**config.mk**
```make
export PLATFORM = sky130hd
export DESIGN_NAME = fanout_bucket_histogram
export DESIGN_NICKNAME = d
export VERILOG_FILES = /design/src/sv/fbh_pkg.sv /design/src/sv/fbh_div.sv /design/src/sv/fbh_dp.sv /design/src/sv/fbh_ctrl.sv /design/src/sv/fanout_bucket_histogram.sv
export SDC_FILE = /design/constraint.sdc
export NUM_CORES = 2
export LEC_CHECK = 0
export BUFFER_PORTS_ARGS = -buffer_cell sky130_fd_sc_hd__buf_2
export CAP_MARGIN = 40
export CORE_MARGIN = 5
export CORE_UTILIZATION = 45
export CTS_CLUSTER_DIAMETER = 120
export DETAILED_ROUTE_END_ITERATION = 8
export GPL_TIMING_DRIVEN = 0
export SYNTH_ARGS = -nofsm -noshare
export SYNTH_HDL_FRONTEND = slang
export SYNTH_SLANG_ARGS = --single-unit
```
**constraint.sdc**
```tcl
create_clock -name i_clk -period 8 [get_ports i_clk]
set_input_delay 1.2 -clock i_clk [delete_from_list [all_inputs] [get_ports i_clk]]
set_output_delay 1.2 -clock i_clk [all_outputs]
set_load 0.02 [all_outputs]
```
**src/sv/fbh_pkg.sv**
```systemverilog
// Shared types, constants and codes for the fanout bucket histogram.
package fbh_pkg;

    localparam int NUM_BUCKETS = 7;
    localparam int BKT_W       = $clog2(NUM_BUCKETS);
    localparam int FANOUT_W    = 16;
    localparam int WL_W        = 32;
    localparam int CNT_W       = 32;
    localparam int SUM_W       = 48;
    localparam int SHARE_W     = 10;
    localparam int CMD_W       = 2;
    localparam int CFG_IDX_W   = 4;
    localparam int CFG_DATA_W  = 16;
    localparam int BCNT_W      = 3;
    localparam int PROD_W      = CNT_W + SHARE_W;
    localparam int DIV_W       = 32;
    localparam int DIV_CNT_W   = $clog2(DIV_W + 1);

    localparam logic [SHARE_W-1:0] SHARE_SCALE = SHARE_W'(1000);
    localparam logic [BCNT_W-1:0]  BUCKET_COUNT_RESET = BCNT_W'(7);
    localparam logic [FANOUT_W-1:0] BOUND_RESET [NUM_BUCKETS] =
        '{16'd2, 16'd3, 16'd4, 16'd5, 16'd10, 16'd20, 16'd40};

    localparam logic [CFG_IDX_W-1:0] CFG_BUCKET_COUNT = CFG_IDX_W'(0);
    localparam logic [CFG_IDX_W-1:0] CFG_BOUND_FIRST  = CFG_IDX_W'(1);
    localparam logic [CFG_IDX_W-1:0] CFG_BOUND_LAST   = CFG_IDX_W'(NUM_BUCKETS);

    typedef enum logic [CMD_W-1:0] {
        CMD_RECORD = 2'd0,
        CMD_READ   = 2'd1,
        CMD_CLEAR  = 2'd2
    } t_cmd;

    typedef enum logic [2:0] {
        S_IDLE,
        S_DECODE,
        S_UPDATE,
        S_LOAD,
        S_START,
        S_DIV,
        S_RESP
    } t_state;

    typedef struct packed {
        logic load;
        logic pick;
        logic update;
        logic snap;
        logic div_start;
        logic respond;
        logic report;
        logic recorded;
        logic total_only;
        logic clear;
    } t_ctrl_cmd;

    typedef struct packed {
        logic [CMD_W-1:0] cmd;
        logic             small_fanout;
        logic             read_in_range;
        logic             div_busy;
    } t_dp_status;

endpackage

```
**src/sv/fbh_div.sv**
```systemverilog
// Restoring divider, one quotient bit per cycle, saturating 32-bit quotient.
module fbh_div
    import fbh_pkg::*;
(
    input  logic                   i_clk,
    input  logic                   i_rst_n,
    input  logic                   i_start,
    input  logic [DIV_W+15:0]      i_dividend,
    input  logic [DIV_W-1:0]       i_divisor,
    output logic                   o_busy,
    output logic [DIV_W-1:0]       o_quotient
);

    logic                 r_busy;
    logic [DIV_CNT_W-1:0] r_cnt;
    logic                 r_ovf;
    logic [DIV_W-1:0]     r_rem;
    logic [DIV_W-1:0]     r_quo;
    logic [DIV_W-1:0]     r_div;
    logic [DIV_W:0]       w_trial;
    logic                 w_ge;

    assign w_trial = {r_rem, r_quo[DIV_W-1]};
    assign w_ge    = w_trial >= {1'b0, r_div};

    always_ff @(posedge i_clk) begin
        if (!i_rst_n) begin
            r_busy <= 1'b0;
            r_cnt  <= '0;
        end else if (i_start) begin
            r_busy <= 1'b1;
            r_cnt  <= DIV_CNT_W'(DIV_W);
        end else if (r_busy) begin
            r_busy <= r_cnt != DIV_CNT_W'(1);
            r_cnt  <= r_cnt - DIV_CNT_W'(1);
        end
    end

    always_ff @(posedge i_clk) begin
        if (i_start) begin
            r_ovf <= {16'b0, i_dividend[DIV_W+15:DIV_W]} >= i_divisor;
            r_rem <= {16'b0, i_dividend[DIV_W+15:DIV_W]};
            r_quo <= i_dividend[DIV_W-1:0];
            r_div <= i_divisor;
        end else if (r_busy) begin
            r_rem <= w_ge ? DIV_W'(w_trial - {1'b0, r_div}) : w_trial[DIV_W-1:0];
            r_quo <= {r_quo[DIV_W-2:0], w_ge};
        end
    end

    assign o_busy     = r_busy;
    assign o_quotient = r_ovf ? '1 : r_quo;

endmodule

```
**src/sv/fbh_dp.sv**
```systemverilog
// Datapath: configuration, bucket store, bucket choice, dividers and result registers.
module fbh_dp
    import fbh_pkg::*;
(
    input  logic                    i_clk,
    input  logic                    i_rst_n,
    input  t_ctrl_cmd               i_ctrl,
    output t_dp_status              o_status,
    input  logic                    i_cfg_valid,
    input  logic [CFG_IDX_W-1:0]    i_cfg_index,
    input  logic [CFG_DATA_W-1:0]   i_cfg_data,
    input  logic [CMD_W-1:0]        i_command,
    input  logic [FANOUT_W-1:0]     i_fanout,
    input  logic [WL_W-1:0]         i_wirelength,
    input  logic [BKT_W-1:0]        i_read_bucket,
    output logic                    o_valid,
    output logic [BKT_W-1:0]        o_bucket,
    output logic                    o_recorded,
    output logic [CNT_W-1:0]        o_bucket_nets,
    output logic [SUM_W-1:0]        o_bucket_sum,
    output logic [WL_W-1:0]         o_bucket_min,
    output logic [WL_W-1:0]         o_bucket_max,
    output logic [DIV_W-1:0]        o_bucket_mean,
    output logic [SHARE_W-1:0]      o_share_tenths,
    output logic [CNT_W-1:0]        o_all_nets
);

    logic [BCNT_W-1:0]   r_bucket_count;
    logic [FANOUT_W-1:0] r_bounds [NUM_BUCKETS];

    logic [CMD_W-1:0]    r_cmd;
    logic [FANOUT_W-1:0] r_fanout;
    logic [WL_W-1:0]     r_wirelength;
    logic [BKT_W-1:0]    r_read_bucket;
    logic [BKT_W-1:0]    r_bucket;
    logic [PROD_W-1:0]   r_prod;

    logic [CNT_W-1:0]    r_net_counts  [NUM_BUCKETS];
    logic [SUM_W-1:0]    r_length_sums [NUM_BUCKETS];
    logic [WL_W-1:0]     r_length_mins [NUM_BUCKETS];
    logic [WL_W-1:0]     r_length_maxes[NUM_BUCKETS];
    logic [CNT_W-1:0]    r_total_nets;

    logic                r_out_valid;
    logic [BKT_W-1:0]    r_out_bucket;
    logic                r_out_recorded;
    logic [CNT_W-1:0]    r_out_nets;
    logic [SUM_W-1:0]    r_out_sum;
    logic [WL_W-1:0]     r_out_min;
    logic [WL_W-1:0]     r_out_max;
    logic [DIV_W-1:0]    r_out_mean;
    logic [SHARE_W-1:0]  r_out_share;
    logic [CNT_W-1:0]    r_out_all;

    logic [BCNT_W-1:0]   w_in_use;
    logic [BKT_W-1:0]    w_pick;
    logic [BKT_W-1:0]    w_sel;
    logic [SUM_W:0]      w_sum_next;
    logic                w_mean_busy;
    logic                w_share_busy;
    logic [DIV_W-1:0]    w_mean_q;
    logic [DIV_W-1:0]    w_share_q;
    logic                w_nonempty;

    // configuration registers
    always_ff @(posedge i_clk) begin
        if (!i_rst_n) begin
            r_bucket_count <= BUCKET_COUNT_RESET;
            r_bounds       <= BOUND_RESET;
        end else if (i_cfg_valid) begin
            if (i_cfg_index == CFG_BUCKET_COUNT) begin
                r_bucket_count <= i_cfg_data[BCNT_W-1:0];
            end else if (i_cfg_index >= CFG_BOUND_FIRST && i_cfg_index <= CFG_BOUND_LAST) begin
                r_bounds[BKT_W'(i_cfg_index - CFG_BOUND_FIRST)] <= i_cfg_data;
            end
        end
    end

    always_comb begin
        if (r_bucket_count == '0) begin
            w_in_use = BCNT_W'(1);
        end else if (r_bucket_count > BCNT_W'(NUM_BUCKETS)) begin
            w_in_use = BCNT_W'(NUM_BUCKETS);
        end else begin
            w_in_use = r_bucket_count;
        end
    end

    always_comb begin
        w_pick = '0;
        for (int i = 0; i < NUM_BUCKETS; i++) begin
            if (BCNT_W'(i) < w_in_use && r_bounds[i] <= r_fanout) begin
                w_pick = BKT_W'(i);
            end
        end
    end

    // latch the item and pick the bucket
    always_ff @(posedge i_clk) begin
        if (i_ctrl.load) begin
            r_cmd         <= i_command;
            r_fanout      <= i_fanout;
            r_wirelength  <= i_wirelength;
            r_read_bucket <= i_read_bucket;
        end
        if (!i_rst_n) begin
            r_bucket <= '0;
        end else if (i_ctrl.pick) begin
            r_bucket <= (r_cmd == CMD_READ) ? r_read_bucket : w_pick;
        end
        if (i_ctrl.snap) begin
            r_prod <= PROD_W'(r_net_counts[w_sel]) * PROD_W'(SHARE_SCALE);
        end
    end

    assign w_sel      = (r_bucket < BKT_W'(NUM_BUCKETS)) ? r_bucket : '0;
    assign w_sum_next = {1'b0, r_length_sums[w_sel]} + (SUM_W + 1)'(r_wirelength);
    assign w_nonempty = r_net_counts[w_sel] != '0;

    // bucket store
    always_ff @(posedge i_clk) begin
        if (!i_rst_n || i_ctrl.clear) begin
            for (int i = 0; i < NUM_BUCKETS; i++) begin
                r_net_counts[i]   <= '0;
                r_length_sums[i]  <= '0;
                r_length_mins[i]  <= '1;
                r_length_maxes[i] <= '0;
            end
            r_total_nets <= '0;
        end else if (i_ctrl.update) begin
            if (r_net_counts[w_sel] != '1) begin
                r_net_counts[w_sel] <= r_net_counts[w_sel] + CNT_W'(1);
            end
            if (r_total_nets != '1) begin
                r_total_nets <= r_total_nets + CNT_W'(1);
            end
            r_length_sums[w_sel] <= w_sum_next[SUM_W] ? '1 : w_sum_next[SUM_W-1:0];
            if (r_wirelength < r_length_mins[w_sel]) begin
                r_length_mins[w_sel] <= r_wirelength;
            end
            if (r_wirelength > r_length_maxes[w_sel]) begin
                r_length_maxes[w_sel] <= r_wirelength;
            end
        end
    end

    fbh_div u_mean_div (
        .i_clk      (i_clk),
        .i_rst_n    (i_rst_n),
        .i_start    (i_ctrl.div_start),
        .i_dividend (r_length_sums[w_sel]),
        .i_divisor  (r_net_counts[w_sel]),
        .o_busy     (w_mean_busy),
        .o_quotient (w_mean_q)
    );

    fbh_div u_share_div (
        .i_clk      (i_clk),
        .i_rst_n    (i_rst_n),
        .i_start    (i_ctrl.div_start),
        .i_dividend (SUM_W'(r_prod)),
        .i_divisor  (r_total_nets),
        .o_busy     (w_share_busy),
        .o_quotient (w_share_q)
    );

    // result beat
    always_ff @(posedge i_clk) begin
        if (!i_rst_n) begin
            r_out_valid <= 1'b0;
        end else begin
            r_out_valid <= i_ctrl.respond;
        end
    end

    always_ff @(posedge i_clk) begin
        if (i_ctrl.respond) begin
            r_out_bucket   <= (i_ctrl.report || i_ctrl.total_only) ? r_bucket : '0;
            r_out_recorded <= i_ctrl.recorded;
            r_out_nets     <= i_ctrl.report ? r_net_counts[w_sel] : '0;
            r_out_sum      <= i_ctrl.report ? r_length_sums[w_sel] : '0;
            r_out_min      <= (i_ctrl.report && w_nonempty) ? r_length_mins[w_sel] : '0;
            r_out_max      <= (i_ctrl.report && w_nonempty) ? r_length_maxes[w_sel] : '0;
            r_out_mean     <= (i_ctrl.report && w_nonempty) ? w_mean_q : '0;
            if (i_ctrl.report && r_total_nets != '0) begin
                r_out_share <= (w_share_q > DIV_W'(SHARE_SCALE)) ? SHARE_SCALE
                                                                 : w_share_q[SHARE_W-1:0];
            end else begin
                r_out_share <= '0;
            end
            r_out_all <= (i_ctrl.report || i_ctrl.total_only) ? r_total_nets : '0;
        end
    end

    assign o_status.cmd           = r_cmd;
    assign o_status.small_fanout  = r_fanout[FANOUT_W-1:1] == '0;
    assign o_status.read_in_range = r_read_bucket < BKT_W'(NUM_BUCKETS);
    assign o_status.div_busy      = w_mean_busy || w_share_busy;

    assign o_valid        = r_out_valid;
    assign o_bucket       = r_out_bucket;
    assign o_recorded     = r_out_recorded;
    assign o_bucket_nets  = r_out_nets;
    assign o_bucket_sum   = r_out_sum;
    assign o_bucket_min   = r_out_min;
    assign o_bucket_max   = r_out_max;
    assign o_bucket_mean  = r_out_mean;
    assign o_share_tenths = r_out_share;
    assign o_all_nets     = r_out_all;

    a_total_covers_bucket: assert property (@(posedge i_clk) disable iff (!i_rst_n)
        r_total_nets >= r_net_counts[w_sel])
        else $error("total net count below a bucket count");

    a_clear_empties: assert property (@(posedge i_clk) disable iff (!i_rst_n)
        i_ctrl.clear |=> r_total_nets == '0 && r_net_counts[0] == '0)
        else $error("clear left counts behind");

    a_update_counts: assert property (@(posedge i_clk) disable iff (!i_rst_n)
        i_ctrl.update && r_total_nets != '1 |=> r_total_nets == $past(r_total_nets) + CNT_W'(1))
        else $error("record did not advance the total");

endmodule

```
**src/sv/fbh_ctrl.sv**
```systemverilog
// Controller state machine sequencing decode, update, division and response.
module fbh_ctrl
    import fbh_pkg::*;
(
    input  logic       i_clk,
    input  logic       i_rst_n,
    input  logic       i_start,
    input  t_dp_status i_status,
    output t_ctrl_cmd  o_ctrl,
    output logic       o_busy
);

    t_state r_state;
    t_state n_state;
    logic   w_is_record;
    logic   w_is_read;

    assign w_is_record = i_status.cmd == CMD_RECORD && !i_status.small_fanout;
    assign w_is_read   = i_status.cmd == CMD_READ && i_status.read_in_range;

    always_ff @(posedge i_clk) begin
        if (!i_rst_n) begin
            r_state <= S_IDLE;
        end else begin
            r_state <= n_state;
        end
    end

    always_comb begin
        n_state = r_state;
        case (r_state)
            S_IDLE: begin
                if (i_start) n_state = S_DECODE;
            end
            S_DECODE: begin
                if (w_is_record) begin
                    n_state = S_UPDATE;
                end else if (w_is_read) begin
                    n_state = S_LOAD;
                end else begin
                    n_state = S_RESP;
                end
            end
            S_UPDATE: n_state = S_LOAD;
            S_LOAD:   n_state = S_START;
            S_START:  n_state = S_DIV;
            S_DIV: begin
                if (!i_status.div_busy) n_state = S_RESP;
            end
            S_RESP:   n_state = S_IDLE;
            default:  n_state = S_IDLE;
        endcase
    end

    always_comb begin
        o_ctrl = '0;
        case (r_state)
            S_IDLE:   o_ctrl.load      = i_start;
            S_DECODE: o_ctrl.pick      = 1'b1;
            S_UPDATE: o_ctrl.update    = 1'b1;
            S_LOAD:   o_ctrl.snap      = 1'b1;
            S_START:  o_ctrl.div_start = 1'b1;
            S_RESP: begin
                o_ctrl.respond    = 1'b1;
                o_ctrl.report     = w_is_record || w_is_read;
                o_ctrl.recorded   = w_is_record;
                o_ctrl.total_only = i_status.cmd == CMD_READ && !i_status.read_in_range;
                o_ctrl.clear      = i_status.cmd == CMD_CLEAR;
            end
            default: o_ctrl = '0;
        endcase
    end

    assign o_busy = r_state != S_IDLE;

    a_resp_then_idle: assert property (@(posedge i_clk) disable iff (!i_rst_n)
        o_ctrl.respond |=> r_state == S_IDLE)
        else $error("response not followed by idle");

    a_div_running: assert property (@(posedge i_clk) disable iff (!i_rst_n)
        o_ctrl.div_start |=> r_state == S_DIV && i_status.div_busy)
        else $error("dividers not running after start");

endmodule

```
**src/sv/fanout_bucket_histogram.sv**
```systemverilog
// Top level of the fanout bucket histogram: controller plus datapath.
//
// Each item is taken when start is high and busy is low, and yields exactly one
// result beat on o_valid in the first cycle that busy is low again; the receiver
// has no way to stall it. A record (fanout of two or more) and an in-range read
// both run the bucket's mean and share through a pair of 32-step restoring
// dividers and stay busy until both dividers finish. Clear, an ignored record,
// an out-of-range read or an unused command skip the dividers. Configuration
// writes are always ready and must be made only while the block is idle.
module fanout_bucket_histogram
    import fbh_pkg::*;
(
    input  logic                  i_clk,
    input  logic                  i_rst_n,
    input  logic                  start,
    output logic                  busy,
    input  logic                  i_cfg_valid,
    output logic                  o_cfg_ready,
    input  logic [CFG_IDX_W-1:0]  i_cfg_index,
    input  logic [CFG_DATA_W-1:0] i_cfg_data,
    input  logic [CMD_W-1:0]      i_command,
    input  logic [FANOUT_W-1:0]   i_fanout,
    input  logic [WL_W-1:0]       i_wirelength,
    input  logic [BKT_W-1:0]      i_read_bucket,
    output logic                  o_valid,
    output logic [BKT_W-1:0]      o_bucket,
    output logic                  o_recorded,
    output logic [CNT_W-1:0]      o_bucket_nets,
    output logic [SUM_W-1:0]      o_bucket_sum,
    output logic [WL_W-1:0]       o_bucket_min,
    output logic [WL_W-1:0]       o_bucket_max,
    output logic [DIV_W-1:0]      o_bucket_mean,
    output logic [SHARE_W-1:0]    o_share_tenths,
    output logic [CNT_W-1:0]      o_all_nets
);

    t_ctrl_cmd  w_ctrl;
    t_dp_status w_status;
    logic       w_busy;

    assign busy        = w_busy;
    assign o_cfg_ready = 1'b1;

    fbh_ctrl u_ctrl (
        .i_clk    (i_clk),
        .i_rst_n  (i_rst_n),
        .i_start  (start),
        .i_status (w_status),
        .o_ctrl   (w_ctrl),
        .o_busy   (w_busy)
    );

    fbh_dp u_dp (
        .i_clk          (i_clk),
        .i_rst_n        (i_rst_n),
        .i_ctrl         (w_ctrl),
        .o_status       (w_status),
        .i_cfg_valid    (i_cfg_valid),
        .i_cfg_index    (i_cfg_index),
        .i_cfg_data     (i_cfg_data),
        .i_command      (i_command),
        .i_fanout       (i_fanout),
        .i_wirelength   (i_wirelength),
        .i_read_bucket  (i_read_bucket),
        .o_valid        (o_valid),
        .o_bucket       (o_bucket),
        .o_recorded     (o_recorded),
        .o_bucket_nets  (o_bucket_nets),
        .o_bucket_sum   (o_bucket_sum),
        .o_bucket_min   (o_bucket_min),
        .o_bucket_max   (o_bucket_max),
        .o_bucket_mean  (o_bucket_mean),
        .o_share_tenths (o_share_tenths),
        .o_all_nets     (o_all_nets)
    );

endmodule
```
Word level (Yosys, flattened, before mapping)
Memories as Yosys holds them, arrays and structs flattened. Cells that the tools add are included. Widths: inputs -> output; s select.

Flip-flop bits (word level): 676. Latch bits: 0. Bits in writable memories: 1008. Memory bits (read-only): 0. Input bits: 77. Output and inout bits: 225. Logic and storage cells: 216. Memories: 4.

Add/sub/neg operators: 8. Multiply operators: 1. Divide/modulo/power cells: 0. Order comparisons: 26. Equal/unequal tests: 14. Shift operators: 0. Multiplexer cells: 75. Bitwise gates (word level): 4. Reductions and logical operators: 40.

Memories: u_dp.r_length_sums (words 7, bits a word 48, read ports 1, clocked after memory_dff 0, wr ports 7, line fbh_dp.sv:39) `logic [SUM_W-1:0] r_length_sums [NUM_BUCKETS];`; u_dp.r_length_maxes (words 7, bits a word 32, read ports 1, clocked after memory_dff 0, wr ports 7, line fbh_dp.sv:41) `logic [WL_W-1:0] r_length_maxes[NUM_BUCKETS];`; u_dp.r_length_mins (words 7, bits a word 32, read ports 1, clocked after memory_dff 0, wr ports 7, line fbh_dp.sv:40) `logic [WL_W-1:0] r_length_mins [NUM_BUCKETS];`; u_dp.r_net_counts (words 7, bits a word 32, read ports 1, clocked after memory_dff 0, wr ports 7, line fbh_dp.sv:38) `logic [CNT_W-1:0] r_net_counts [NUM_BUCKETS];`.

Operator list (count): $mux 32 (11); $bwmux 112 (1); $le 16x16->1 (6); $mux 48 (2); $reduce_or 32->1 (3); $ge 33x32->1 (2); $add 32x1->32 const B (2); $ne 32x32->1 const B (2); $reduce_bool 32->1 (2); $sub 32x32->32 (2); $add 48x32->49 (1); $demux 16 s3 (1); $mux 16 (3); $reduce_or 48->1 (1); $mux 3 (15); $mul 32x7->39 const B (1); $ge 10x32->1 (1); $ge 16x32->1 (1); $gt 32x10->1 const B (1); $gt 32x32->1 (1); $lt 32x32->1 (1); $mux 1 (31); $mux 10 (3); $mux 6 (4); other kinds (35) (70).

Longest topological paths before layout
Depth after elaboration: 12. Mapped depth: 31. Gate-level depth less buffers: 24.

Modules after synthesis
A second synthesis with hierarchy kept.

Cell total of the unflattened synthesis: 7519. Area total of the unflattened synthesis: 85289.3 µm².

Modules (own cells, without submodules): fbh_dp (times used 1, cells an instance 6165, area an instance 71511.1 µm², seq. area each 40959.3 µm²); fbh_div (times used 2, cells an instance 659, area an instance 6751.5 µm², seq. area each 2892.8 µm²); fbh_ctrl (times used 1, cells an instance 34, area an instance 264.0 µm², seq. area each 60.1 µm²); fanout_bucket_histogram (times used 1, cells an instance 2, area an instance 11.3 µm², seq. area each 0.0 µm²).

Worst setup path after synthesis
No wires, ideal clock.

Path kind: reg-to-reg. Start: register u_dp.r_bucket[2]. End: memory u_dp.r_length_mins[5][0], enable pin. Setup time: 0.470 ns. Arrival: 6.923 ns. Required time: 7.530 ns. Setup slack: 0.608 ns. Cell stages (with the launch flop): 24. Buffers on the path: 9. Clock period less this slack: 7.392 ns. Cell sequence: dfxtp_1 buf_2 buf_2 buf_2 buf_2 buf_2 and2_1 buf_2 buf_2 clkbuf_1 mux4_2 o22ai_1 a221o_1 ha_1 a21o_1 a21o_1 a21oi_1 o21ai_0 a21oi_1 a211o_1 a31oi_1 or3_1 clkbuf_1 o31ai_1.

RTL lines: from (decl) (line fbh_dp.sv:35) `logic [BKT_W-1:0] r_bucket;`; from (signal assigned) (line fbh_dp.sv:109) `r_bucket <= (r_cmd == CMD_READ) ? r_read_bucket : w_pick;`; to (decl) (line fbh_dp.sv:40).

==> impl_results.html <==
<table>
<tr><th>Metric</th><th>Value</th></tr>
<tr><th colspan="2">Timing</th></tr>
<tr><td>Worst slew slack as a fraction of its limit</td><td>24.3%</td></tr>
<tr><td>Setup repair after global routing missed its margin</td><td>false</td></tr>
<tr><td>Fraction of the cycle the final worst path needs</td><td>96.5%</td></tr>
<tr><td>Max-slew violation count</td><td>0</td></tr>
<tr><td>Worst Clk Skew</td><td>0.0398 ns</td></tr>
<tr><td>Count of final hold-check violations</td><td>0</td></tr>
<tr><td>Worst-case hold slack</td><td>0.448 ns</td></tr>
<tr><td>Accumulated negative setup slack</td><td>0 ns</td></tr>
<tr><td>Max frequency</td><td>130 MHz</td></tr>
<tr><td>Least-Margin Pin Slew</td><td>1.14 ns</td></tr>
<tr><td>Final Worst Setup Slack</td><td>0.279 ns</td></tr>
<tr><td>Period minus WS final</td><td>7.72 ns</td></tr>
<tr><td>Final setup viols</td><td>0</td></tr>
<tr><th colspan="2">Route</th></tr>
<tr><td>Total Routed Length</td><td>302,000 um</td></tr>
<tr><td>Via count</td><td>64,120</td></tr>
<tr><td>DRT Pass-1 Iters</td><td>7</td></tr>
<tr><td>Residual antenna-violating net count after detailed routing</td><td>0</td></tr>
<tr><td>Detailed router's first-iteration violation count</td><td>8,026</td></tr>
<tr><td>DR vias/cell</td><td>5.97</td></tr>
<tr><td>Number of DRC violations after detailed routing</td><td>0</td></tr>
<tr><td>Wirelength per Cell</td><td>28.1 um</td></tr>
<tr><th colspan="2">CTS</th></tr>
<tr><td>Clock insertion delay at the later pin of the skew report</td><td>0.86 ns</td></tr>
<tr><td>Root buffer cell</td><td>clkbuf_16</td></tr>
<tr><td>Maximum clock insertion buffer count</td><td>3</td></tr>
<tr><td>Clock edge transition at the registers on the reported setup and hold paths</td><td>0.07 ns</td></tr>
<tr><td>Number of clock sinks</td><td>1,668</td></tr>
<tr><td>CTS tree</td><td>done</td></tr>
<tr><td>CTS Buf Count</td><td>179</td></tr>
<tr><td>Post-CTS Hold Fix Bufs</td><td>0</td></tr>
<tr><td>H-Tree Level Count</td><td>4</td></tr>
<tr><th colspan="2">Floorplanning</th></tr>
<tr><td>Placement Rows</td><td>158</td></tr>
<tr><td>Area of the core region</td><td>186,000 sq um</td></tr>
<tr><td>Boundary pin count</td><td>302</td></tr>
<tr><td>Chip Width</td><td>443 um</td></tr>
<tr><td>Die footprint</td><td>196,000 sq um</td></tr>
<tr><td>Overall die height</td><td>443 um</td></tr>
<tr><td>Initial standard-cell utilization of the core</td><td>45.3%</td></tr>
<tr><th colspan="2">GRT</th></tr>
<tr><td>Met2 global-route usage</td><td>45.1%</td></tr>
<tr><td>GRT Total Usage</td><td>29.9%</td></tr>
<tr><td>Number of antenna violations at the first check in global routing</td><td>11</td></tr>
<tr><td>Global-route wire length before repair</td><td>430,000 um</td></tr>
<tr><td>Grt peak-use layer</td><td>met2</td></tr>
<tr><td>Number of global-route vias before repair</td><td>62,080</td></tr>
<tr><td>Remaining global-route overflow</td><td>0</td></tr>
<tr><td>GRT met3 Usage</td><td>6.02%</td></tr>
<tr><td>Pin count of the biggest net entering global routing</td><td>120</td></tr>
<tr><td>Global routing usage on met1</td><td>40.1%</td></tr>
<tr><th colspan="2">Worst setup path</th></tr>
<tr><td>Category of the worst setup path capture point</td><td>flop</td></tr>
<tr><td>Reg2reg setup slack</td><td>0.28 ns</td></tr>
<tr><td>Delay of the slowest critical-path stage</td><td>0.69 ns</td></tr>
<tr><td>Slowest cell on the critical path</td><td>clkbuf_1</td></tr>
<tr><td>Cell seen most often among critical-path stages</td><td>clkbuf_1</td></tr>
<tr><td>CP bufs+invs</td><td>11</td></tr>
<tr><td>Element type at the critical path start</td><td>flop</td></tr>
<tr><td>Cell family with most CP delay</td><td>buffers and inverters</td></tr>
<tr><td>Critical path arrival</td><td>8.43 ns</td></tr>
<tr><td>Cell chain of the critical path</td><td>buf_4 -&gt; buf_4 -&gt; clkbuf_4 -&gt; clkbuf_2 -&gt; clkbuf_4 -&gt; clkbuf_1 -&gt; clkbuf_1 -&gt; nor2_1 -&gt; a221o_1 -&gt; ha_1 -&gt; nand4_1 -&gt; nor3_1 -&gt; nor4b_1 -&gt; inv_1 -&gt; o211a_1 -&gt; or2_2 -&gt; clkbuf_1 -&gt; nor3_1 -&gt; buf_2 -&gt; clkbuf_1 -&gt; o21ai_0</td></tr>
<tr><td>Top fanout value on the critical path</td><td>19</td></tr>
<tr><td>Required @ worst endpoint</td><td>8.71 ns</td></tr>
<tr><td>Type of the worst setup path</td><td>reg -&gt; reg</td></tr>
<tr><th colspan="2">Synthesis</th></tr>
<tr><td>Share of the synthesized area in the top cell type</td><td>47.6%</td></tr>
<tr><td>Post-synthesis instance total</td><td>7,440</td></tr>
<tr><td>Share of the yosys chip area belonging to registers</td><td>55.5%</td></tr>
<tr><td>Netlist area before placement</td><td>84,200 sq um</td></tr>
<tr><td>Yosys reg bits</td><td>1,668</td></tr>
<tr><td>Mean instance size in the synthesized netlist</td><td>11.3 sq um</td></tr>
<tr><td>Async set-or-reset flop fraction in the synthesized netlist</td><td>0%</td></tr>
<tr><td>Top FF cell, synth</td><td>edfxtp_1</td></tr>
<tr><td>Number of flops mapped to enable cells by yosys</td><td>1,334</td></tr>
<tr><td>Top cell type by total area after synthesis</td><td>edfxtp_1</td></tr>
<tr><td>Synth cell types</td><td>102</td></tr>
<tr><td>Total number of yosys warnings</td><td>0</td></tr>
<tr><td>Nets in the synthesized netlist</td><td>8,001</td></tr>
<tr><td>Top area cells in the synthesized netlist</td><td>edfxtp_1, dfxtp_1, ha_1, nor2_1, nand2_1</td></tr>
<tr><th colspan="2">Placed design</th></tr>
<tr><td>Buffers on Ports</td><td>300</td></tr>
<tr><td>Minimum setup slack after placement</td><td>-1.89 ns</td></tr>
<tr><td>Final weighted congestion of routability-driven global placement</td><td>0.975</td></tr>
<tr><td>Placed wire-length estimate</td><td>223,000 um</td></tr>
<tr><th colspan="2">Final layout</th></tr>
<tr><td># nets final</td><td>8,663</td></tr>
<tr><td>Post-synthesis to final-layout area growth</td><td>16.1%</td></tr>
<tr><td>Fraction of final layout cells with drive strength greater than 1</td><td>15.1%</td></tr>
<tr><td>Number of fillers in the final layout</td><td>16,283</td></tr>
<tr><th colspan="2">Job</th></tr>
<tr><td>Maxcap violations</td><td>0</td></tr>
<tr><th colspan="2">Power and ir drop</th></tr>
<tr><td>Overall power after layout</td><td>0.0402 W</td></tr>
<tr><td>Power density over the cells</td><td>411 nW/um^2</td></tr>
<tr><td>Reported leakage power</td><td>37.8 nW</td></tr>
<tr><td>Maximum resistive drop on vdd</td><td>762 uV</td></tr>
<tr><th colspan="2">Hold path</th></tr>
<tr><td>Path category of the worst min-delay check</td><td>reg -&gt; reg</td></tr>
<tr><th colspan="2">Outcome</th></tr>
<tr><td>Result of the run</td><td>complete, no violations</td></tr>
</table>
==> layout by cell type (no fill, tap or decap), types with 146 or more instances in the layout <==
| master | instances |
|---|---|
| inv_1 | 334 |
| buf_2 | 352 |
| dfxtp_1 | 332 |
| clkbuf_1 | 316 |
| nand2_1 | 827 |
| clkbuf_16 | 187 |
| nor2_1 | 964 |
| o22ai_1 | 205 |
| a21oi_1 | 261 |
| ha_1 | 374 |
| edfxtp_1 | 1334 |
| and2_1 | 230 |
| nand3_1 | 146 |
| o21ai_0 | 219 |
==> what timing repair did <==
action                                  4_1_cts  5_1_grt
pin swaps                                     5        0
endpoints found under the setup margin     1032      574
cloned                                        1        0
resized for setup                            77       36
setup buffers                                26        5
==> cells in the mapped netlist, types with 27 or more instances <==
cell type	count
o21ai_0	247
a21o_1	103
a31oi_1	35
edfxtp_1	1334
a211oi_1	59
nor2b_1	71
o21a_1	45
nand3_1	147
or2_2	42
dfxtp_1	334
xor2_1	61
a21boi_0	62
clkbuf_1	291
and3_1	63
nand2_1	833
xnor2_1	135
nand4_1	64
and2_1	230
mux2_2	86
inv_1	348
a21oi_1	272
nor2_1	968
nand2b_1	33
o211ai_1	42
o21bai_1	27
mux2i_1	136
buf_2	50
nor3_1	64
fa_1	110
nor4_1	47
mux4_2	116
a221o_1	71
ha_1	374
buf_1	47
o22ai_1	205
==> sequential cells by signal, summed over array words and instances, names as in the netlist, 6 cells and up <==
name,cells
u_dp.r_total_nets,32
u_dp.o_bucket_min,32
u_dp.u_share_div.r_quo,32
u_dp.u_share_div.r_rem,32
u_dp.u_share_div.r_cnt,6
u_dp.u_mean_div.r_rem,32
u_dp.r_length_mins,224
u_dp.r_length_maxes,224
u_dp.o_bucket_sum,48
u_dp.r_fanout,16
u_dp.o_share_tenths,10
u_dp.r_prod,39
u_dp.u_mean_div.r_cnt,6
u_dp.r_wirelength,32
u_dp.u_mean_div.r_quo,32
u_dp.u_share_div.r_div,32
u_dp.o_bucket_nets,32
u_dp.o_bucket_mean,32
u_dp.r_bounds,96
u_dp.r_length_sums,336
u_dp.u_mean_div.r_div,32
u_dp.o_bucket_max,32
u_dp.o_all_nets,32
u_dp.r_net_counts,224
==> routing by layer <==
metal / vias up / part of all wire, %
met2: 3596 / 43
met5: - / 0.083
met3: 754 / 9.8
met4: 8 / 7.2
li1: 28168 / -
met1: 31594 / 39
==> power breakdown <==
part	internal [W]	switching [W]	leakage [nW]
registers	0.0108	0.000421	15.6
logic	0.00795	0.0125	19.2
clock network	0.00494	0.00359	2.91
total	0.0237	0.0165	37.8
==> cell families (layout without fill, tap and decap cells) <==
family / after synthesis / in the layout / share of synthesized area [%]
xor gates and xnor gates: 196 / 196 / 2.04
AOI/OAI and AO/OA: 1311 / 1312 / 10.2
muxes: 344 / 344 / 5.95
adders and majority gates: 487 / 487 / 8.21
and+or+nand+nor: 2651 / 2651 / 14.4
other: 1 / 13 / 0.00445
buffers and inverters: 782 / 1596 / 3.71
DFF: 1668 / 1668 / 55.5
==> final cells by class <==
cell class | instances | area [sq um] | area share [%]
diodes | 12 | 30.0 | 0.0307
repair buffers | 484 | 3840 | 3.93
inverters | 372 | 1450 | 1.48
well taps | 2480 | 3100 | 3.17
multi-input cells | 4991 | 34800 | 35.6
flip-flops and latches | 1668 | 46700 | 47.8
clock buffers | 251 | 5100 | 5.22
clock inverters | 83 | 877 | 0.897
plain buffers | 406 | 1820 | 1.86
==> worst reg2reg max path, cell delays in order, from the launching register on <==
cell	delay (ns)
dfxtp_1	0.39
buf_4	0.24
buf_4	0.25
clkbuf_4	0.38
clkbuf_2	0.34
clkbuf_4	0.48
clkbuf_1	0.69
clkbuf_1	0.69
nor2_1	0.11
a221o_1	0.40
ha_1	0.36
nand4_1	0.10
nor3_1	0.33
nor4b_1	0.31
inv_1	0.14
o211a_1	0.36
or2_2	0.31
clkbuf_1	0.19
nor3_1	0.54
buf_2	0.31
clkbuf_1	0.45
o21ai_0	0.21
==> metrics by stage <==
| stage | cells | cell area [sq um] | util, % |
|---|---|---|---|
| 6_report | 10747 | 97800 | 52.6 |
| 5_1_grt | 10736 | 97700 | 52.6 |
| 4_1_cts | 10725 | 97600 | 52.5 |
| 3_5_place_dp | 10367 | 91200 | 49.1 |
| 3_3_place_gp | 10220 | 88800 | 47.8 |
| 2_1_floorplan | 7440 | 84200 | - |
==> final timing paths <==
| path | from | cells after the start | endpoint |
|---|---|---|---|
| max | u_dp.r_bucket[1]$_SDFFE_PN0N_ | 21 | u_dp.r_length_maxes[6][6]$_SDFFE_PP0P_ |
| min | u_dp.r_net_counts[6][8]$_SDFFE_PP0P_ | 2 | u_dp.r_net_counts[6][8]$_SDFFE_PP0P_ |
| max reg2reg | u_dp.r_bucket[1]$_SDFFE_PN0N_ | 21 | u_dp.r_length_maxes[6][6]$_SDFFE_PP0P_ |
| min reg2reg | u_dp.r_net_counts[6][8]$_SDFFE_PP0P_ | 2 | u_dp.r_net_counts[6][8]$_SDFFE_PP0P_ |
No activity file was read; power rests on OpenSTA's default activity.
